--- config.mk ---
export PLATFORM = sky130hd
export DESIGN_NAME = load_cell_average_tare_scale_flat
export DESIGN_NICKNAME = d
export VERILOG_FILES = /design/src/rtl/lcats_pkg.sv /design/src/rtl/lcats_if.sv /design/src/rtl/lcats_front.sv /design/src/rtl/lcats_fifo.sv /design/src/rtl/lcats_div.sv /design/src/rtl/lcats_back.sv /design/src/rtl/load_cell_average_tare_scale.sv /design/src/flat_wrapper.sv
export SDC_FILE = /design/constraint.sdc
export NUM_CORES = 1
export LEC_CHECK = 0
export BUFFER_PORTS_ARGS = -buffer_cell sky130_fd_sc_hd__buf_4
export CAP_MARGIN = 20
export CORE_MARGIN = 4
export CORE_UTILIZATION = 65
export DETAILED_ROUTE_END_ITERATION = 16
export PLACE_DENSITY = 0.83
export SLEW_MARGIN = 20
export SYNTH_ARGS = -nofsm -noshare
export SYNTH_HDL_FRONTEND = slang
export SYNTH_SLANG_ARGS = --single-unit
--- constraint.sdc ---
create_clock -name clk_i -period 12 [get_ports clk_i]
set_clock_uncertainty 0.1 [all_clocks]
set_input_delay 1.2 -clock clk_i [delete_from_list [all_inputs] [get_ports clk_i]]
set_output_delay 1.2 -clock clk_i [all_outputs]
set_load 0.05 [all_outputs]
--- src/rtl/lcats_pkg.sv ---
// shared constants, types and command formats of the load cell average, tare and scale block
package lcats_pkg;

  localparam int unsigned SAMPLES_PER_READING_DEF = 8;
  localparam int unsigned CHANNELS_DEF            = 2;

  localparam int unsigned SAMPLE_W   = 24;
  localparam int unsigned SUM_W      = 31;
  localparam int unsigned SCALE_W    = 32;
  localparam int unsigned GRAMS_W    = 40;
  localparam int unsigned FRAC_W     = 32;
  localparam int unsigned DIFF_W     = SAMPLE_W + 1;
  localparam int unsigned DVD_W      = DIFF_W + FRAC_W;
  localparam int unsigned STEP_W     = $clog2(DVD_W + 1);
  localparam int unsigned AVG_MAG_W  = SUM_W - 1;
  localparam int unsigned AVG_PROD_W = AVG_MAG_W + SUM_W;
  localparam int unsigned NUM_SCALE  = 2;
  localparam int unsigned NUM_OFF    = 2;
  localparam int unsigned CFG_IDX_W  = 1;
  localparam int unsigned Q_DEPTH    = 2;

  localparam logic [STEP_W-1:0]  WGT_STEPS   = STEP_W'(DVD_W);
  localparam logic [SCALE_W-1:0] SCALE_RESET = 32'h0001_0000;
  localparam logic [DVD_W-1:0]   FLOOR_MAG   = DVD_W'(327680);
  localparam logic signed [GRAMS_W-1:0] GRAMS_MAX = {1'b0, {(GRAMS_W-1){1'b1}}};

  typedef enum logic [CFG_IDX_W-1:0] {REG_SCALE0, REG_SCALE1} reg_idx_e;
  typedef enum logic {CMD_TIMEOUT, CMD_RUN} cmd_kind_e;
  typedef enum logic {MODE_WEIGH, MODE_TARE} mode_e;
  typedef enum logic {ST_OK, ST_TIMEOUT} status_e;
  typedef enum logic {KIND_WEIGHT, KIND_TARE} kind_e;

  typedef struct packed {
    cmd_kind_e               kind;
    mode_e                   mode;
    logic                    channel;
    logic signed [SUM_W-1:0] sum;
  } cmd_t;

  typedef struct packed {
    logic                start;
    logic [STEP_W-1:0]   steps;
    logic [DVD_W-1:0]    dividend;
    logic [SCALE_W-1:0]  divisor;
  } div_req_t;

  typedef struct packed {
    logic             busy;
    logic             done;
    logic [DVD_W-1:0] quotient;
  } div_rsp_t;

  typedef logic [NUM_SCALE-1:0][SCALE_W-1:0] scale_arr_t;

endpackage

--- src/rtl/lcats_if.sv ---
// request and result channel interfaces
interface lcats_in_if;
  logic                                  valid;
  logic                                  ready;
  logic                                  channel;
  logic                                  mode;
  logic signed [lcats_pkg::SAMPLE_W-1:0] sample;
  logic                                  not_ready;

  modport source (output valid, channel, mode, sample, not_ready, input ready);
  modport sink (input valid, channel, mode, sample, not_ready, output ready);
endinterface

interface lcats_out_if;
  logic                                 valid;
  logic                                 ready;
  logic                                 status;
  logic                                 kind;
  logic signed [lcats_pkg::GRAMS_W-1:0] grams;
  logic                                 result_channel;

  modport source (output valid, status, kind, grams, result_channel, input ready);
  modport sink (input valid, status, kind, grams, result_channel, output ready);
endinterface

--- src/rtl/lcats_front.sv ---
// front end: accepts samples, accumulates runs and issues commands
module lcats_front #(
  parameter int unsigned SAMPLES_PER_READING = lcats_pkg::SAMPLES_PER_READING_DEF,
  parameter int unsigned CHANNELS            = lcats_pkg::CHANNELS_DEF
) (
  input  logic            clk_i,
  input  logic            rst_ni,
  lcats_in_if.sink        in_if,
  input  logic            full_i,
  output logic            push_o,
  output lcats_pkg::cmd_t cmd_o
);

  localparam int unsigned CNT_W = $clog2(SAMPLES_PER_READING + 1);
  localparam logic [CNT_W-1:0] CNT_LAST = CNT_W'(SAMPLES_PER_READING - 1);

  logic [CNT_W-1:0]                   cnt_q;
  logic signed [lcats_pkg::SUM_W-1:0] sum_q;
  logic signed [lcats_pkg::SUM_W-1:0] sum_add;
  logic                               accept;
  logic                               in_range;
  logic                               run_end;

  assign in_if.ready = !full_i;
  assign accept      = in_if.valid && in_if.ready;
  assign in_range    = 32'(in_if.channel) < CHANNELS;
  assign sum_add     = sum_q + lcats_pkg::SUM_W'(in_if.sample);
  assign run_end     = in_if.not_ready || (cnt_q == CNT_LAST);
  assign push_o      = accept && in_range && run_end;

  assign cmd_o.kind    = in_if.not_ready ? lcats_pkg::CMD_TIMEOUT : lcats_pkg::CMD_RUN;
  assign cmd_o.mode    = lcats_pkg::mode_e'(in_if.mode);
  assign cmd_o.channel = in_if.channel;
  assign cmd_o.sum     = sum_add;

  always_ff @(posedge clk_i or negedge rst_ni) begin
    if (!rst_ni) begin
      cnt_q <= '0;
      sum_q <= '0;
    end else if (accept && in_range) begin
      if (run_end) begin
        cnt_q <= '0;
        sum_q <= '0;
      end else begin
        cnt_q <= cnt_q + 1'b1;
        sum_q <= sum_add;
      end
    end
  end

endmodule

--- src/rtl/lcats_fifo.sv ---
// short command queue between front and back end
module lcats_fifo (
  input  logic            clk_i,
  input  logic            rst_ni,
  input  logic            push_i,
  input  lcats_pkg::cmd_t wdata_i,
  input  logic            pop_i,
  output lcats_pkg::cmd_t head_o,
  output logic            full_o,
  output logic            empty_o
);

  localparam int unsigned PTR_W = $clog2(lcats_pkg::Q_DEPTH);
  localparam int unsigned CNT_W = $clog2(lcats_pkg::Q_DEPTH + 1);

  lcats_pkg::cmd_t  mem_q [lcats_pkg::Q_DEPTH];
  logic [PTR_W-1:0] wr_ptr_q;
  logic [PTR_W-1:0] rd_ptr_q;
  logic [CNT_W-1:0] cnt_q;

  assign head_o  = mem_q[rd_ptr_q];
  assign full_o  = cnt_q == CNT_W'(lcats_pkg::Q_DEPTH);
  assign empty_o = cnt_q == '0;

  always_ff @(posedge clk_i) begin
    if (push_i) begin
      mem_q[wr_ptr_q] <= wdata_i;
    end
  end

  always_ff @(posedge clk_i or negedge rst_ni) begin
    if (!rst_ni) begin
      wr_ptr_q <= '0;
      rd_ptr_q <= '0;
      cnt_q    <= '0;
    end else begin
      if (push_i) begin
        wr_ptr_q <= (wr_ptr_q == PTR_W'(lcats_pkg::Q_DEPTH - 1)) ? '0 : wr_ptr_q + 1'b1;
      end
      if (pop_i) begin
        rd_ptr_q <= (rd_ptr_q == PTR_W'(lcats_pkg::Q_DEPTH - 1)) ? '0 : rd_ptr_q + 1'b1;
      end
      case ({push_i, pop_i})
        2'b10:   cnt_q <= cnt_q + 1'b1;
        2'b01:   cnt_q <= cnt_q - 1'b1;
        default: cnt_q <= cnt_q;
      endcase
    end
  end

  assert property (@(posedge clk_i) disable iff (!rst_ni) push_i |-> !full_o)
    else $error("push into full queue");
  assert property (@(posedge clk_i) disable iff (!rst_ni) pop_i |-> !empty_o)
    else $error("pop from empty queue");

endmodule

--- src/rtl/lcats_div.sv ---
// restoring divider, one quotient bit per cycle
module lcats_div (
  input  logic                clk_i,
  input  logic                rst_ni,
  input  lcats_pkg::div_req_t req_i,
  output lcats_pkg::div_rsp_t rsp_o
);

  logic [lcats_pkg::SCALE_W-1:0] dvs_q;
  logic [lcats_pkg::SCALE_W-1:0] rem_q;
  logic [lcats_pkg::DVD_W-1:0]   dq_q;
  logic [lcats_pkg::STEP_W-1:0]  cnt_q;
  logic                          busy_q;
  logic                          done_q;
  logic [lcats_pkg::SCALE_W:0]   shifted;
  logic [lcats_pkg::SCALE_W:0]   diff;
  logic                          qbit;

  assign shifted = {rem_q, dq_q[lcats_pkg::DVD_W-1]};
  assign diff    = shifted - {1'b0, dvs_q};
  assign qbit    = !diff[lcats_pkg::SCALE_W];

  assign rsp_o.busy     = busy_q;
  assign rsp_o.done     = done_q;
  assign rsp_o.quotient = dq_q;

  always_ff @(posedge clk_i or negedge rst_ni) begin
    if (!rst_ni) begin
      dvs_q  <= '0;
      rem_q  <= '0;
      dq_q   <= '0;
      cnt_q  <= '0;
      busy_q <= 1'b0;
      done_q <= 1'b0;
    end else begin
      done_q <= 1'b0;
      if (req_i.start) begin
        dvs_q  <= req_i.divisor;
        rem_q  <= '0;
        dq_q   <= req_i.dividend;
        cnt_q  <= req_i.steps;
        busy_q <= 1'b1;
      end else if (busy_q) begin
        rem_q <= qbit ? diff[lcats_pkg::SCALE_W-1:0] : shifted[lcats_pkg::SCALE_W-1:0];
        dq_q  <= {dq_q[lcats_pkg::DVD_W-2:0], qbit};
        cnt_q <= cnt_q - 1'b1;
        if (cnt_q == lcats_pkg::STEP_W'(1)) begin
          busy_q <= 1'b0;
          done_q <= 1'b1;
        end
      end
    end
  end

  assert property (@(posedge clk_i) disable iff (!rst_ni) req_i.start |-> !busy_q)
    else $error("divider started while busy");
  assert property (@(posedge clk_i) disable iff (!rst_ni) done_q |-> $past(busy_q))
    else $error("divider done without a running division");

endmodule

--- src/rtl/lcats_back.sv ---
// back end: averages runs, stores tare offsets, scales weights and drives results
module lcats_back #(
  parameter int unsigned SAMPLES_PER_READING = lcats_pkg::SAMPLES_PER_READING_DEF
) (
  input  logic                  clk_i,
  input  logic                  rst_ni,
  input  logic                  empty_i,
  input  lcats_pkg::cmd_t       head_i,
  output logic                  pop_o,
  input  lcats_pkg::scale_arr_t scale_i,
  output lcats_pkg::div_req_t   div_req_o,
  input  lcats_pkg::div_rsp_t   div_rsp_i,
  lcats_out_if.source           out_if
);

  localparam int unsigned SW = lcats_pkg::SAMPLE_W;
  localparam int unsigned DW = lcats_pkg::DIFF_W;
  localparam int unsigned GW = lcats_pkg::GRAMS_W;
  localparam int unsigned QW = lcats_pkg::DVD_W;
  localparam int unsigned MW = lcats_pkg::AVG_MAG_W;
  localparam int unsigned PW = lcats_pkg::AVG_PROD_W;
  localparam int unsigned AVG_SHIFT = MW + $clog2(SAMPLES_PER_READING);
  localparam logic [lcats_pkg::SUM_W-1:0] AVG_RECIP = lcats_pkg::SUM_W'(
    ((64'd1 << AVG_SHIFT) + 64'(SAMPLES_PER_READING) - 64'd1) / 64'(SAMPLES_PER_READING));

  typedef enum logic [2:0] {S_IDLE, S_MUL, S_AVG, S_WGT, S_EMIT} state_e;

  state_e                              state_q;
  lcats_pkg::cmd_t                     cmd_q;
  logic signed [SW-1:0]                offset_q [lcats_pkg::NUM_OFF];
  logic                                neg_q;
  logic [MW-1:0]                       sum_mag_q;
  logic [PW-1:0]                       prod_q;
  lcats_pkg::div_req_t                 req_q;
  lcats_pkg::status_e                  res_status_q;
  lcats_pkg::kind_e                    res_kind_q;
  logic signed [GW-1:0]                res_grams_q;
  logic                                res_ch_q;
  logic                                ovalid_q;
  lcats_pkg::status_e                  out_status_q;
  lcats_pkg::kind_e                    out_kind_q;
  logic signed [GW-1:0]                out_grams_q;
  logic                                out_ch_q;

  logic [MW-1:0]                       sum_mag;
  logic [SW-1:0]                       avg_mag;
  logic signed [DW-1:0]                avg_full;
  logic signed [SW-1:0]                avg;
  logic signed [DW-1:0]                diff;
  logic [DW-1:0]                       diff_mag;
  logic [QW-1:0]                       q;
  logic signed [GW-1:0]                grams_sat;
  logic                                emit;

  assign pop_o     = (state_q == S_IDLE) && !empty_i;
  assign div_req_o = req_q;

  // average by reciprocal multiplication, exact for every run sum magnitude
  assign sum_mag  = head_i.sum[lcats_pkg::SUM_W-1] ? MW'(-head_i.sum) : MW'(head_i.sum);
  assign avg_mag  = prod_q[AVG_SHIFT +: SW];
  assign q        = div_rsp_i.quotient;
  assign avg_full = neg_q ? -$signed({1'b0, avg_mag}) : $signed({1'b0, avg_mag});
  assign avg      = avg_full[SW-1:0];
  assign diff     = DW'(avg) - DW'(offset_q[cmd_q.channel]);
  assign diff_mag = diff[DW-1] ? DW'(-diff) : DW'(diff);
  assign emit     = (state_q == S_EMIT) && (!ovalid_q || out_if.ready);

  always_comb begin
    if (neg_q) begin
      grams_sat = (q > lcats_pkg::FLOOR_MAG) ? '0 : -$signed(q[GW-1:0]);
    end else if (|q[QW-1:GW-1]) begin
      grams_sat = lcats_pkg::GRAMS_MAX;
    end else begin
      grams_sat = $signed(q[GW-1:0]);
    end
  end

  assign out_if.valid          = ovalid_q;
  assign out_if.status         = out_status_q;
  assign out_if.kind           = out_kind_q;
  assign out_if.grams          = out_grams_q;
  assign out_if.result_channel = out_ch_q;

  always_ff @(posedge clk_i or negedge rst_ni) begin
    if (!rst_ni) begin
      state_q      <= S_IDLE;
      cmd_q        <= '0;
      offset_q     <= '{default: '0};
      neg_q        <= 1'b0;
      sum_mag_q    <= '0;
      prod_q       <= '0;
      req_q        <= '0;
      res_status_q <= lcats_pkg::ST_OK;
      res_kind_q   <= lcats_pkg::KIND_WEIGHT;
      res_grams_q  <= '0;
      res_ch_q     <= 1'b0;
      ovalid_q     <= 1'b0;
      out_status_q <= lcats_pkg::ST_OK;
      out_kind_q   <= lcats_pkg::KIND_WEIGHT;
      out_grams_q  <= '0;
      out_ch_q     <= 1'b0;
    end else begin
      req_q.start <= (state_q == S_AVG) && (cmd_q.mode == lcats_pkg::MODE_WEIGH);
      if (emit) begin
        ovalid_q     <= 1'b1;
        out_status_q <= res_status_q;
        out_kind_q   <= res_kind_q;
        out_grams_q  <= res_grams_q;
        out_ch_q     <= res_ch_q;
      end else if (out_if.ready) begin
        ovalid_q <= 1'b0;
      end
      case (state_q)
        S_IDLE: begin
          if (!empty_i) begin
            cmd_q    <= head_i;
            res_ch_q <= head_i.channel;
            if (head_i.kind == lcats_pkg::CMD_TIMEOUT) begin
              res_status_q <= lcats_pkg::ST_TIMEOUT;
              res_kind_q   <= lcats_pkg::KIND_WEIGHT;
              res_grams_q  <= '0;
              state_q      <= S_EMIT;
            end else begin
              sum_mag_q <= sum_mag;
              neg_q     <= head_i.sum[lcats_pkg::SUM_W-1];
              state_q   <= S_MUL;
            end
          end
        end
        S_MUL: begin
          prod_q  <= PW'(sum_mag_q) * PW'(AVG_RECIP);
          state_q <= S_AVG;
        end
        S_AVG: begin
          res_status_q <= lcats_pkg::ST_OK;
          if (cmd_q.mode == lcats_pkg::MODE_TARE) begin
            offset_q[cmd_q.channel] <= avg;
            res_kind_q              <= lcats_pkg::KIND_TARE;
            res_grams_q             <= '0;
            state_q                 <= S_EMIT;
          end else begin
            req_q.steps    <= lcats_pkg::WGT_STEPS;
            req_q.dividend <= {diff_mag, lcats_pkg::FRAC_W'(0)};
            req_q.divisor  <= scale_i[cmd_q.channel];
            neg_q          <= diff[DW-1];
            state_q        <= S_WGT;
          end
        end
        S_WGT: begin
          if (div_rsp_i.done) begin
            res_kind_q  <= lcats_pkg::KIND_WEIGHT;
            res_grams_q <= grams_sat;
            state_q     <= S_EMIT;
          end
        end
        S_EMIT: begin
          if (emit) begin
            state_q <= S_IDLE;
          end
        end
        default: state_q <= S_IDLE;
      endcase
    end
  end

  assert property (@(posedge clk_i) disable iff (!rst_ni)
    div_rsp_i.done |-> (state_q == S_WGT))
    else $error("divider result arrived with no division pending");
  assert property (@(posedge clk_i) disable iff (!rst_ni)
    (state_q == S_EMIT) |-> !div_rsp_i.busy)
    else $error("result emitted while divider still running");

endmodule

--- src/rtl/load_cell_average_tare_scale.sv ---
// Load-cell average, tare and scale block. Samples enter on in_if; every sample that does not
// end a run is taken while the queue has room. A run-ending request, or a timeout, is queued
// (two entries) for the back end. A timeout result goes from S_IDLE straight to S_EMIT; a tare
// passes S_MUL and S_AVG, and a weight then waits in S_WGT for the divider. The average is a
// constant reciprocal multiplication, registered in S_MUL; a weight is scaled by the
// one-bit-per-cycle scale divider (57 steps). The back end takes the next queued request in
// the cycle after a result is registered, and it stalls while a result waits on out_if; the
// front end keeps accepting samples while the queue has room. Scale registers are written on
// the cfg port; zero values are ignored.
module load_cell_average_tare_scale #(
  parameter int unsigned SAMPLES_PER_READING = lcats_pkg::SAMPLES_PER_READING_DEF,
  parameter int unsigned CHANNELS            = lcats_pkg::CHANNELS_DEF
) (
  input  logic                            clk_i,
  input  logic                            rst_ni,
  lcats_in_if.sink                        in_if,
  lcats_out_if.source                     out_if,
  input  logic                            cfg_we_i,
  input  logic [lcats_pkg::CFG_IDX_W-1:0] cfg_idx_i,
  input  logic [lcats_pkg::SCALE_W-1:0]   cfg_data_i
);

  lcats_pkg::scale_arr_t scale_q;
  lcats_pkg::cmd_t       push_cmd;
  lcats_pkg::cmd_t       head;
  lcats_pkg::div_req_t   div_req;
  lcats_pkg::div_rsp_t   div_rsp;
  logic                  push;
  logic                  pop;
  logic                  full;
  logic                  empty;

  always_ff @(posedge clk_i or negedge rst_ni) begin
    if (!rst_ni) begin
      scale_q <= {lcats_pkg::NUM_SCALE{lcats_pkg::SCALE_RESET}};
    end else if (cfg_we_i && (cfg_data_i != '0)) begin
      case (lcats_pkg::reg_idx_e'(cfg_idx_i))
        lcats_pkg::REG_SCALE0: scale_q[0] <= cfg_data_i;
        lcats_pkg::REG_SCALE1: scale_q[1] <= cfg_data_i;
        default: ;
      endcase
    end
  end

  lcats_front #(
    .SAMPLES_PER_READING(SAMPLES_PER_READING),
    .CHANNELS           (CHANNELS)
  ) u_front (
    .clk_i (clk_i),
    .rst_ni(rst_ni),
    .in_if (in_if),
    .full_i(full),
    .push_o(push),
    .cmd_o (push_cmd)
  );

  lcats_fifo u_fifo (
    .clk_i  (clk_i),
    .rst_ni (rst_ni),
    .push_i (push),
    .wdata_i(push_cmd),
    .pop_i  (pop),
    .head_o (head),
    .full_o (full),
    .empty_o(empty)
  );

  lcats_div u_div (
    .clk_i (clk_i),
    .rst_ni(rst_ni),
    .req_i (div_req),
    .rsp_o (div_rsp)
  );

  lcats_back #(
    .SAMPLES_PER_READING(SAMPLES_PER_READING)
  ) u_back (
    .clk_i    (clk_i),
    .rst_ni   (rst_ni),
    .empty_i  (empty),
    .head_i   (head),
    .pop_o    (pop),
    .scale_i  (scale_q),
    .div_req_o(div_req),
    .div_rsp_i(div_rsp),
    .out_if   (out_if)
  );

endmodule
--- src/flat_wrapper.sv ---
// flat-port wrapper written by rule: the top's interface ports become plain ports
module load_cell_average_tare_scale_flat 
#(
  parameter int unsigned SAMPLES_PER_READING = lcats_pkg::SAMPLES_PER_READING_DEF,
  parameter int unsigned CHANNELS            = lcats_pkg::CHANNELS_DEF
)
  (clk_i, rst_ni, cfg_we_i, cfg_idx_i, cfg_data_i, in_if_valid, in_if_channel, in_if_mode, in_if_sample, in_if_not_ready, in_if_ready, out_if_valid, out_if_status, out_if_kind, out_if_grams, out_if_result_channel, out_if_ready);
  lcats_in_if in_if_i ();
  lcats_out_if out_if_i ();
  input  logic clk_i;
  input  logic rst_ni;
  input  logic cfg_we_i;
  input  logic [lcats_pkg::CFG_IDX_W-1:0] cfg_idx_i;
  input  logic [lcats_pkg::SCALE_W-1:0] cfg_data_i;
  input wire logic [$bits(in_if_i.valid)-1:0] in_if_valid;
  input wire logic [$bits(in_if_i.channel)-1:0] in_if_channel;
  input wire logic [$bits(in_if_i.mode)-1:0] in_if_mode;
  input wire logic [$bits(in_if_i.sample)-1:0] in_if_sample;
  input wire logic [$bits(in_if_i.not_ready)-1:0] in_if_not_ready;
  output wire logic [$bits(in_if_i.ready)-1:0] in_if_ready;
  output wire logic [$bits(out_if_i.valid)-1:0] out_if_valid;
  output wire logic [$bits(out_if_i.status)-1:0] out_if_status;
  output wire logic [$bits(out_if_i.kind)-1:0] out_if_kind;
  output wire logic [$bits(out_if_i.grams)-1:0] out_if_grams;
  output wire logic [$bits(out_if_i.result_channel)-1:0] out_if_result_channel;
  input wire logic [$bits(out_if_i.ready)-1:0] out_if_ready;
  assign in_if_i.valid = in_if_valid;
  assign in_if_i.channel = in_if_channel;
  assign in_if_i.mode = in_if_mode;
  assign in_if_i.sample = in_if_sample;
  assign in_if_i.not_ready = in_if_not_ready;
  assign in_if_ready = in_if_i.ready;
  assign out_if_valid = out_if_i.valid;
  assign out_if_status = out_if_i.status;
  assign out_if_kind = out_if_i.kind;
  assign out_if_grams = out_if_i.grams;
  assign out_if_result_channel = out_if_i.result_channel;
  assign out_if_i.ready = out_if_ready;
  load_cell_average_tare_scale #(.SAMPLES_PER_READING(SAMPLES_PER_READING), .CHANNELS(CHANNELS)) u_core (.clk_i(clk_i), .rst_ni(rst_ni), .in_if(in_if_i), .out_if(out_if_i), .cfg_we_i(cfg_we_i), .cfg_idx_i(cfg_idx_i), .cfg_data_i(cfg_data_i));
endmodule
## After elaboration in Yosys (flattened, before gate mapping)

Memory sizes are Yosys's and may differ from the RTL's.
Index checks and enable logic that the tools add are counted.
Widths: inputs -> output; s select.

- Add/sub/neg operators: 13
- Order comparisons: 4
- Equality and inequality tests: 16
- Multiplexer cells: 60
- Bitwise operators: 4
- Reduce and logical (&&, ||, !) cells: 32

Operators by type and width:

| operator | count |
|---|---|
| $mux 40 | 7 |
| $mux 32 | 5 |
| $mux 24 | 5 |
| $pmux 40 s3 | 1 |
| $mux 57 | 2 |
| $gt 57x19->1 const B | 1 |
| $bwmux 48 | 1 |
| $neg 40->40 | 1 |
| $sub 33x32->33 | 1 |
| $reduce_bool 32->1 | 1 |
| $add 31x24->31 | 1 |
| $mux 31 | 1 |
| $mux 27 | 1 |
| $neg 27->27 | 1 |
| $mux 25 | 1 |
| $neg 25->25 | 1 |
| $sub 24x24->25 | 1 |
| $demux 24 s1 | 1 |
| $neg 24->24 | 1 |
| $mux 1 | 22 |
| $reduce_or 18->1 | 1 |
| $mux 3 | 5 |
| $pmux 3 s5 | 1 |
| $mux 6 | 2 |
| other kinds (34) | 64 |

- Register bits after elaboration: 485
- Memory bits (writable): 68
- Input bits: 65
- Logic and storage cells: 163
- Memories kept: 1

Memory list:

| memory | depth | width | read ports | clocked after Yosys merged registers in | wr ports | line | RTL |
|---|---|---|---|---|---|---|---|
| u_core.u_fifo.mem_q | 2 | 34 | 1 | 0 | 1 | lcats_fifo.sv:16 | `lcats_pkg::cmd_t mem_q [lcats_pkg::Q_DEPTH];` |

## Depth between registers and ports, before layout

Gate-level depths: netlist of run 1.

- Depth in word-level cells: 7
- Gate-level depth with buffers: 21
- Gate-level depth less buffers: 20

## Modules after synthesis

From an unflattened synthesis of run 1, not the netlist that was laid out.

- Cells, all modules: 2835
- Area total of the unflattened synthesis: 29386.9 um^2

By module, submodules not included:

| module | instances | cells an instance | area each (um^2) | sequential area each (um^2) |
|---|---|---|---|---|
| lcats_back | 1 | 1399 | 13481.7 | 6180.9 |
| lcats_div | 1 | 826 | 7628.6 | 3228.1 |
| lcats_front | 1 | 341 | 3016.6 | 875.8 |
| lcats_fifo | 1 | 122 | 2788.9 | 2142.1 |
| load_cell_average_tare_scale | 1 | 147 | 2471.1 | 1604.0 |

## Worst setup path after synthesis of run 1

Ideal clock, no wire load.

- Kind: flip-flop to flip-flop
- Start point: reg, netlist name u_core.u_back.res_ch_q
- End point: reg u_core.u_back.req_q, in the netlist u_core.u_back.div_req_o[84]
- Library setup time: 0.131 ns
- Data arrival time: 4.784 ns
- Required time: 11.769 ns
- Slack: 6.985 ns
- Stages on the path, launching flop included: 19
- Buffers on the path: 3
- Clock period less this slack: 5.015 ns
- Cells stage by stage: dfrtp_1 > clkbuf_1 > buf_6 > clkbuf_1 > mux2_2 > ha_1 > fa_1 > nand2b_1 > a21o_1 > a21o_1 > o31ai_1 > a211oi_1 > or4b_2 > nand4bb_1 > nor4b_1 > a21oi_1 > o31ai_1 > xor2_1 > o21ai_1

RTL lines:

| element | line | RTL |
|---|---|---|
| to (decl) | lcats_back.sv:34 | `lcats_pkg::div_req_t req_q;` |

## Worst setup path in the final report of run 1

- Start point: reg u_core.u_back.neg_q
- End point: reg u_core.u_back.req_q, in the netlist u_core.u_back.div_req_o[84]

- Cells in the longest elaborated chain, start to end: 4

RTL lines:

| element | line | RTL |
|---|---|---|
| from (decl) | lcats_back.sv:31 | `logic neg_q;` |
| from (signal assigned) | lcats_back.sv:125 | `neg_q <= head_i.sum[lcats_pkg::SUM_W-1];` |
| from (signal assigned) | lcats_back.sv:145 | `neg_q <= diff[DW-1];` |
| $mux 24 (*) | lcats_back.sv:62 | `assign avg_full = neg_q ? -$signed({1'b0, avg_mag}) : $signed({1'b0, avg_mag});` |
| named net u_core.u_back.avg_full[2] | lcats_back.sv:47 | `logic signed [DW-1:0] avg_full;` |
| $sub 24x24->25 (*) | lcats_back.sv:64 | `assign diff = DW'(avg) - DW'(offset_q[cmd_q.channel]);` |
| $neg 25->25 | lcats_back.sv:65 | `assign diff_mag = diff[DW-1] ? DW'(-diff) : DW'(diff);` |
| $mux 25 (*) | lcats_back.sv:65 |  |

The timed path passes the listed nets; every way through them passes the cells marked *.
A chain may end at the register's enable or synchronous reset.

==> results of run 1 <==
-- registers in the layout, summed over array words and instances (netlist names), 2 cells and up --
| signal | flops |
|---|---|
| u_core.u_back.sum_mag_q | 24 |
| u_core.u_back.prod_q | 24 |
| u_core.u_fifo.cnt_q | 2 |
| u_core.u_front.cnt_q | 4 |
| u_core.u_div.dq_q | 57 |
| u_core.u_back.state_q | 3 |
| u_core.u_back.div_req_o | 59 |
| u_core.u_fifo.mem_q | 62 |
| u_core.u_div.dvs_q | 32 |
| u_core.u_back.res_grams_q | 40 |
| u_core.u_back.offset_q | 48 |
| u_core.u_div.cnt_q | 6 |
| u_core.scale_q | 64 |
| u_core.u_back.out_if.grams | 40 |
| u_core.u_front.sum_q | 31 |
| u_core.u_div.rem_q | 32 |
-- worst reg2reg max path, cell delays in order, from the launching register on --
cell	delay, ps
dfrtp_2	750
buf_4	570
inv_1	270
nor2_1	180
xnor2_1	180
inv_1	80
ha_1	380
nand2b_1	150
a21o_1	240
a21o_1	240
a21oi_1	290
xor2_1	200
or4b_2	630
nand4bb_1	220
nor4b_1	390
a21oi_1	120
o31ai_1	280
xor2_1	210
o21ai_1	90
-- layout make-up --
type / instances / area [sq um]
clock buffer: 78 / 1615
clock inverter: 22 / 214.0
fill: 2926 / 11640
inverter: 98 / 367.9
multi-input combinational: 1998 / 13770
sequential: 541 / 13860
tap: 585 / 732.0
timing repair buffer: 137 / 1065
-- layer usage --
metal	track usage, %	wire length [um]
met1	36.26	26830
met2	46.33	31640
met3	3.664	3185
met4	8.332	1820
met5	0	0
-- how the worst max path moves through the flow --
stage	from	endpoint	cells after the start
6_report	u_core.u_back.neg_q$_DFFE_PN0P_	u_core.u_back.div_req_o[84]$_DFFE_PN0P_	18
5_1_grt	u_core.u_back.neg_q$_DFFE_PN0P_	u_core.u_back.div_req_o[84]$_DFFE_PN0P_	18
2_1_floorplan	u_core.u_back.res_ch_q$_DFFE_PN0P_	u_core.u_back.div_req_o[84]$_DFFE_PN0P_	18
3_3_place_gp	u_core.u_back.neg_q$_DFFE_PN0P_	u_core.u_back.div_req_o[84]$_DFFE_PN0P_	18
4_1_cts	u_core.u_back.neg_q$_DFFE_PN0P_	u_core.u_back.div_req_o[84]$_DFFE_PN0P_	18
3_5_place_dp	u_core.u_back.neg_q$_DFFE_PN0P_	u_core.u_back.div_req_o[84]$_DFFE_PN0P_	18
-- logic make-up after synthesis --
| logic type | count (synthesis) |
|---|---|
| flops | 541 |
| simple gates | 800 |
| compound gates | 641 |
| xor+xnor | 184 |
| buf+inv | 244 |
| fa+ha+maj | 96 |
| mux | 277 |
-- cells in the final DEF (no fill, tap or decap), types with 13 or more instances in the layout --
| cell | instances |
|---|---|
| clkbuf_16 | 57 |
| dfrtp_1 | 473 |
| nand3_1 | 45 |
| nor4_1 | 27 |
| a22o_1 | 58 |
| a21oi_1 | 135 |
| o31ai_1 | 15 |
| xor2_1 | 96 |
| o21ai_1 | 31 |
| edfxtp_1 | 62 |
| nand2_1 | 304 |
| nand4_1 | 18 |
| a21o_1 | 43 |
| or3_1 | 13 |
| a311oi_1 | 22 |
| nor3_1 | 53 |
| ha_1 | 93 |
| inv_1 | 97 |
| o21ai_0 | 217 |
| nand2b_1 | 23 |
| xnor2_1 | 80 |
| nor2_1 | 210 |
| mux2i_1 | 140 |
| and3_1 | 21 |
| o21a_1 | 14 |
| buf_4 | 133 |
| mux2_2 | 137 |
-- metrics by stage --
stage          hold slack [ps]  worst slack [ps]
2_1_floorplan            335.7              6985
3_3_place_gp             352.5              6559
3_5_place_dp             366.5              6393
4_1_cts                  379.8              6307
5_1_grt                  396.0              5840
6_report                 373.0              6270
==> reports/qor.yml, run 1 <==
run_status:
  outcome: "completed"
critical_path:
  crit_path_max_incr_delay_ps: 750
  r2r_slack_ps: 6270
  worstPathMaxFanout: 58
  rr_endpoint: "u_core.u_back.div_req_o[84]$_DFFE_PN0P_"
  r2r_start: "u_core.u_back.neg_q$_DFFE_PN0P_"
  worst-path-buf-inv: 3
  worstPathCellList: "buf_4 > inv_1 > nor2_1 > xnor2_1 > inv_1 > ha_1 > nand2b_1 > a21o_1 > a21o_1 > a21oi_1 > xor2_1 > or4b_2 > nand4bb_1 > nor4b_1 > a21oi_1 > o31ai_1 > xor2_1 > o21ai_1"
  cp_data_arrival_time_ps: 6070
  required_ps: 12340
  crit_type: "flop to flop"
  worstSetupEndpointType: "flop"
  cpLargestDelayFamily: "simple AND/OR/NAND/NOR gates"
  cp-start-kind: "flop"
  rr_worst_depth: 18
  slowest_stage: "dfrtp_2"
logic_synthesis:
  avgSynthCellArea_sq_um: 10.26
  synth-seq-cells: 541
  yosysSeqAreaShare_pct: 48.49
  synthAdderAreaFrac_pct: 4.284
  synth_compound_area_share_pct: 14.57
  netlist_top_cells_count: "dfrtp_1, nand2_1, o21ai_0"
  synth_top_family_by_area: "compound AO/OA/AOI/OAI gates"
  synthCells: 2783
  async_flop_share_pct: 88.54
  synth_top_area_share_pct: 41.79
  yosysTopAreaCell: "dfrtp_1"
  synth_edf_count: 62
  ys_types: 101
  mappedNetlistArea_sq_um: 28560
  synthXorXnorAreaFrac_pct: 5.892
  yosysMostFrequentCell: "dfrtp_1"
  ys.warnings.count: 0
  synth_ff_type: "dfrtp_1"
  synthSimpleGateAreaFrac_pct: 13.01
  synth.area.top_cells: "dfrtp_1, edfxtp_1, mux2_2"
  synth_mux_area_share_pct: 10.31
  syn-num-nets: 2944
clock_tree:
  cts_sinks: 541
  ctsHoldBuffers: 0
  cts_buffers: 54
  insertion_delay_ps: 620
  cts.repair.resized: 0
  cts_tree: "done"
  cts_max_level: 2
  clockRootBuffer: "clkbuf_16"
  clockBufferDepth: 3
  cts.clk_slew.worst_paths_ps: 60
  post-cts-setup-buffer-count: 0
routing:
  antenna_left: 0
  first_iter_violations: 1953
  viasPerCell: 6.120
  routed_wl_um: 63480
  vias: 21170
  remaining_drc_errors: 0
  wl_per_cell_um: 18.35
  dr.pass1.iters: 5
finish:
  antenna_cells: 0
  area_growth_pct: 10.73
  post-route-util_pct: 73.10
  finalNonFillerCells: 3459
  drive_gt1_share_pct: 14.82
  design_area_sq_um: 31630
  final_nets: 2991
timing:
  rsz0062_at_grt: "false"
  tns_ps: 0
  finalSetupViolCount: 0
  maxSlewHeadroom_pct: 26.31
  fin_crit_sh_pct: 47.75
  hold_viol_final: 0
  slew_viol_final: 0
  worst_slew_pin_slew_ps: 1095
  fin_crit_ps: 5730
  clock.fmax_mhz: 174.5
global_routing:
  grt_pass1_wl_um: 107100
  grt_pass1_vias: 21540
  grt_max_degree: 166
  track_usage_pct: 27.05
  grt_overflow: 0
  antenna_found_initial: 0
floorplan:
  ios: 110
  die_y_um: 217.6
  die_area_sq_um: 47360
  core_sq_um: 43270
  initial_core_util_pct: 66.02
  placementRows: 76
  fp.dieW_um: 217.6
flow_run:
  maxCapViolCount: 0
place:
  placed_cells: 3359
  port_buffers: 109
  gp_congestion: 0.9446
  dpl.hpwl_um: 43110
  place_area_sq_um: 29790
min_path:
  hold_end: "u_core.u_back.sum_mag_q[20]$_DFFE_PN0P_"
  hold_path_class: "flop to flop"
  hold_start: "u_core.u_back.sum_mag_q[20]$_DFFE_PN0P_"
  hold_depth: 2
Power of run 1 is not shown: default switching activity piles up to over one toggle a cycle in this logic, so the estimate is an artifact.
==> run 2: changes to the inputs <==
CORE_UTILIZATION = 57   (was 65)
PLACE_DENSITY = 0.77   (was 0.83)
clock period = 5.25 ns   (was 12 ns; I/O delays follow)
==> reports/qor.yml, run 2 (synthesis results as in run 1) <==
critical_path:
  rr_endpoint: "u_core.u_back.div_req_o[86]$_DFFE_PN0P_"
  crit_type: "flop to flop"
  worstPathMaxFanout: 11  # -81%
  rr_worst_depth: 16  # -2
  worstPathCellList: "or4_4 > or2_1 > o21ai_0 > xor2_1 > inv_1 > ha_1 > mux2_2 > a311oi_1 > o211ai_1 > nor4_1 > buf_4 > nand4_1 > or4b_4 > o31ai_2 > xnor2_1 > o21ai_1"
  r2r_slack_ps: 210  # -6060 ps
  slowest_stage: "or4b_4"
  crit_path_max_incr_delay_ps: 570  # -180 ps
  required_ps: 5610  # -6730 ps
  worstSetupEndpointType: "flop"
  cp-start-kind: "flop"
  cp_data_arrival_time_ps: 5400  # -670 ps
  r2r_start: "u_core.u_back.prod_q[33]$_DFFE_PN0P_"
finish:
  design_area_sq_um: 32190  # +1.8%
  final_nets: 3014  # +0.77%
  area_growth_pct: 12.71
  mostFrequentLayoutCells: "dfrtp_1, nand2_1, o21ai_0"
  largest_reg_flops: 64  # unchanged
  post-route-util_pct: 65.36  # -7.7 points
  final_common_cell: "dfrtp_1"
  regMostFlops: "u_core.scale_q"
  antenna_cells: 0  # unchanged
  drive_gt1_share_pct: 16.07  # +1.3 points
floorplan:
  initial_core_util_pct: 57.99  # -8.0 points
  die_y_um: 231.9  # +6.5%
  ios: 110  # unchanged
  core_sq_um: 49250  # +14%
  placementRows: 81  # +6.6%
  die_area_sq_um: 53750  # +14%
  fp.dieW_um: 231.9  # +6.5%
timing:
  maxSlewHeadroom_pct: 28.63  # +2.3 points
  clock.fmax_mhz: 198.4  # +14%
  slew_viol_final: 0  # unchanged
  finalSetupViolCount: 0  # unchanged
  fin_crit_ps: 5040  # -690.6 ps
  holdWs_ps: 77.72  # -295.3 ps
  fin_crit_sh_pct: 96.00  # +48 points
  worst_slew_pin_slew_ps: 1071  # -24.61 ps
  hold_viol_final: 0  # unchanged
place:
  dpl.hpwl_um: 43210  # +0.24%
  gp_congestion: 0.8591  # -9.1%
  place_area_sq_um: 30040  # +0.81%
  port_buffers: 109  # unchanged
routing:
  viasPerCell: 5.880  # -3.9%
  antenna_left: 0  # unchanged
  routed_wl_um: 62990  # -0.78%
  vias: 20950  # -1.0%
  dr.pass1.iters: 6  # +1
  remaining_drc_errors: 0  # unchanged
  wl_per_cell_um: 17.68  # -3.7%
  first_iter_violations: 1560  # -20%
min_path:
  hold_start: "cfg_data_i[21]"
  hold_depth: 2  # unchanged
  hold_path_class: "input pin to flop"
  hold_end: "u_core.scale_q[53]$_DFFE_PN0P_"
global_routing:
  grt.met1_usage_pct: 30.90  # -5.4 points
  grt_pass1_vias: 20810  # -3.4%
  grt_overflow: 0  # unchanged
  grt_pass1_wl_um: 104500  # -2.4%
  busiest_layer: "met2"
  grt_max_degree: 130  # -22%
  grt.met2_usage_pct: 39.76  # -6.6 points
  track_usage_pct: 23.19  # -3.9 points
  antenna_found_initial: 0  # unchanged
  use_met3_pct: 2.797  # -0.87 points
flow_run:
  maxCapViolCount: 0  # unchanged
clock_tree:
  clockBufferDepth: 3  # unchanged
  cts_max_level: 2  # unchanged
  cts_buffers: 55  # +1.9%
  cts_sinks: 541  # unchanged
  insertion_delay_ps: 610  # about the same
  cts.clk_slew.worst_paths_ps: 60  # about the same
  cts_tree: "done"
  clockRootBuffer: "clkbuf_16"
run_status:
  outcome: "completed"
==> run 2: cell count changes in the layout (fill, tap and decap cells not counted), moves of 3 or more <==
| cell | delta |
|---|---|
| buf_4 | +17 |
| bufinv_16 | +6 |
| clkinv_2 | +3 |
| clkinv_4 | -3 |
| dlygate4sd3_1 | +3 |
| o21ai_0 | -3 |
| o21ai_1 | +3 |
| xnor2_1 | -3 |
| xnor2_2 | +3 |
==> run 2: final cells by class <==
class                      instances  area [sq um]
sequential                       541         13860
fill                            3757         17060
multi-input combinational       1998         13880
inverter                          98         367.9
clock buffer                      76          1577
timing repair buffer             159          1279
tap                              664         830.8
clock inverter                    27         392.9
==> run 2: how the worst max path moves through the flow <==
stage,start,cells past startpoint,slack [ps],to
global placement,u_core.u_back.prod_q[33]$_DFFE_PN0P_,20,210,u_core.u_back.div_req_o[84]$_DFFE_PN0P_
finish,u_core.u_back.prod_q[33]$_DFFE_PN0P_,16,210,u_core.u_back.div_req_o[86]$_DFFE_PN0P_
floorplan,u_core.u_back.res_ch_q$_DFFE_PN0P_,18,230,u_core.u_back.div_req_o[84]$_DFFE_PN0P_
detailed placement,u_core.u_back.prod_q[33]$_DFFE_PN0P_,17,60,u_core.u_back.div_req_o[86]$_DFFE_PN0P_
CTS,u_core.u_back.prod_q[33]$_DFFE_PN0P_,19,3,u_core.u_back.div_req_o[86]$_DFFE_PN0P_
global route,u_core.u_back.prod_q[33]$_DFFE_PN0P_,18,-9,u_core.u_back.div_req_o[84]$_DFFE_PN0P_
==> run 2: metal layers <==
metal	part of all wire, %	wire, um
met2	50	31270
met1	43	27330
met5	0	0
met3	3.8	2421
met4	3.1	1958
==> run 2: repair_timing <==
action | CTS | global route
buffers inserted | 0 | 3
gates resized for setup | 0 | 20
endpoints found under the setup margin | 0 | 21
endpoints found under the hold margin | 48 | 0
hold buffers | 3 | 0
==> run 2: per-stage QoR <==
step | worst slack [ps] | cells | setup TNS [ps]
after global routing | -9.214 | 3563 | -15.90
after global placement | 212.2 | 3453 | 0
after floorplan | 234.7 | 2783 | 0
final | 210.2 | 3563 | 0
after detailed placement | 63.45 | 3453 | 0
after CTS | 2.553 | 3559 | 0
==> run 2: worst max-delay path, delay by kind of cell (launching register included) <==
family          cells  cell delay, ps
simple gates        5            1950
compound gates      5             920
fa+ha+maj           1             480
flops               1             420
xor+xnor            2             390
mux                 1             390
buf+inv             2             250
Power of run 2 is left out for the same reason.
==> run 3: changes to the inputs <==
CELL_PAD_IN_SITES_DETAIL_PLACEMENT = 0   (was default)
CELL_PAD_IN_SITES_GLOBAL_PLACEMENT = 1   (was default)
CORE_UTILIZATION = 54   (was 57)
PLACE_DENSITY = default   (was 0.77)
PLACE_DENSITY_LB_ADDON = 0.1   (was default)
clock period = 6.2 ns   (was 5.25 ns; I/O delays follow)
==> reports/qor.yml, run 3 (synthesis results as in run 1) <==
timing:
  maxSlewHeadroom_pct: 33.56  # +4.9 points
  finalSetupViolCount: 0  # unchanged
  clock.fmax_mhz: 181.9  # -8.3%
  fin_crit_sh_pct: 88.65  # -7.3 points
  worst_slew_pin_slew_ps: 996.6  # -74.01 ps
  rsz0062_at_grt: "false"
  slew_viol_final: 0  # unchanged
  hold_viol_final: 0  # unchanged
  fin_crit_ps: 5496  # +456.6 ps
  tns_ps: 0  # unchanged
routing:
  routed_wl_um: 61730  # -2.0%
  top_layer_used: "met4"
  viasPerCell: 5.678  # -3.4%
  route.met3.wl_um: 2436  # +0.62%
  wl_met2_um: 27850  # -11%
  antenna_left: 0  # unchanged
  dr.pass1.iters: 5  # -1
  remaining_drc_errors: 0  # unchanged
  wl_per_cell_um: 17.27  # -2.3%
  first_iter_violations: 1376  # -12%
  wl_met1_um: 30150  # +10%
  vias: 20300  # -3.1%
critical_path:
  worst-path-buf-inv: 2  # unchanged
  worstPathCellList: "inv_1 > ha_1 > or4b_1 > o21ai_0 > xor2_1 > inv_1 > ha_1 > nand2b_1 > nor3_1 > a211oi_1 > o31ai_1 > a211oi_1 > nor4_1 > nand4b_1 > nor3_1 > nand2_1 > o41ai_2 > xnor2_1 > o21ai_1"
  crit_path_max_incr_delay_ps: 660  # +90 ps
  worstSetupEndpointType: "flop"
  slowest_stage: "or4b_1"
  required_ps: 6560  # +950 ps
  cp-start-kind: "flop"
  cpLargestDelayFamily: "simple AND/OR/NAND/NOR gates"
  cp_data_arrival_time_ps: 5860  # +460 ps
  worstPathMaxFanout: 10  # -1
  crit_type: "flop to flop"
finish:
  largest_reg_flops: 64  # unchanged
  regMostFlops: "u_core.scale_q"
  area_growth_pct: 11.67
  final_nets: 2999  # -0.50%
  finalNonFillerCells: 3575  # +0.34%
  antenna_cells: 0  # unchanged
  drive_gt1_share_pct: 15.14  # -0.94 points
  fillers: 4384  # +17%
  mostFrequentLayoutCells: "dfrtp_1, nand2_1, o21ai_0"
  final_common_cell: "dfrtp_1"
run_status:
  outcome: "completed"
floorplan:
  die_area_sq_um: 56640  # +5.4%
  ios: 110  # unchanged
  initial_core_util_pct: 54.46  # -3.5 points
  fp.dieW_um: 238.0  # +2.6%
  placementRows: 84  # +3.7%
  die_y_um: 238.0  # +2.6%
  core_sq_um: 52450  # +6.5%
clock_tree:
  cts.clk_slew.worst_paths_ps: 60  # about the same
  cts_buffers: 57  # +3.6%
  insertion_delay_ps: 610  # about the same
  clockBufferDepth: 3  # unchanged
  cts_max_level: 2  # unchanged
  cts_tree: "done"
  cts_sinks: 541  # unchanged
  clockRootBuffer: "clkbuf_16"
global_routing:
  grt_max_degree: 147  # +13%
  grt_pass1_vias: 20310  # -2.4%
  grt_overflow: 0  # unchanged
  antenna_found_initial: 0  # unchanged
  grt_pass1_wl_um: 103900  # -0.59%
  track_usage_pct: 21.92  # -1.3 points
place:
  port_buffers: 109  # unchanged
  placed_cells: 3466  # +0.38%
  gp_congestion: 0.8689  # +1.1%
  dpl.hpwl_um: 43430  # +0.50%
flow_run:
  maxCapViolCount: 0  # unchanged
min_path:
  hold_path_class: "input pin to flop"
[run 3: path summary, 6_finish.rpt]
path                                                   startpoint                                 endpoint  slack, ps  cells after the start
max in group asynchronous                                  rst_ni       u_core.u_back.res_ch_q$_DFFE_PN0P_       4100                      3
max                          u_core.u_back.prod_q[33]$_DFFE_PN0P_  u_core.u_back.div_req_o[87]$_DFFE_PN0P_        700                     19
min reg2reg                u_core.u_back.div_req_o[6]$_DFFE_PN0P_   u_core.u_back.div_req_o[6]$_DFFE_PN0P_        380                      2
min                                                 in_if_channel     u_core.u_fifo.mem_q[1][31]$_DFFE_PP_        100                      1
min in group asynchronous                                  rst_ni        u_core.u_div.cnt_q[2]$_DFFE_PN0P_        520                      2
max reg2reg                  u_core.u_back.prod_q[33]$_DFFE_PN0P_  u_core.u_back.div_req_o[87]$_DFFE_PN0P_        700                     19
[run 3: timing repair]
action                                  4_1_cts  5_1_grt
resized for setup                             0        0
setup buffers                                 0        0
endpoints found under the hold margin        78        0
endpoints found under the setup margin        0        0
hold buffers                                  1        0
[run 3: metal layers]
layer	vias up	GRT usage (%)
met5	-	0
met4	0	5.154
met3	86	3.074
met2	351	34.73
met1	9845	32.43
li1	10020	-
[run 3: final cells by class]
| cell class | instances | area, sq um | area share (%) |
|---|---|---|---|
| clock inverter | 25 | 270.3 | 0.8473 |
| timing repair buffer | 142 | 1101 | 3.452 |
| tap | 688 | 860.8 | 2.699 |
| clock buffer | 83 | 1657 | 5.194 |
| multi-input combinational | 1998 | 13780 | 43.19 |
| sequential | 541 | 13860 | 43.46 |
| inverter | 98 | 367.9 | 1.153 |
[run 3: metrics by stage]
step / setup slack, ps / area (sq um) / hold WS (ps) / util (%)
global placement: 935.4 / 29950 / 355.2 / 57.11
detailed placement: 761.7 / 29950 / 366.8 / 57.11
global route: 212.2 / 31900 / 58.74 / 60.82
floorplan: 1185 / 28560 / 224.4 / -
finish: 703.5 / 31900 / 97.94 / 60.82
CTS: 742.6 / 31890 / 59.47 / 60.80
Power of run 3 is left out for the same reason.
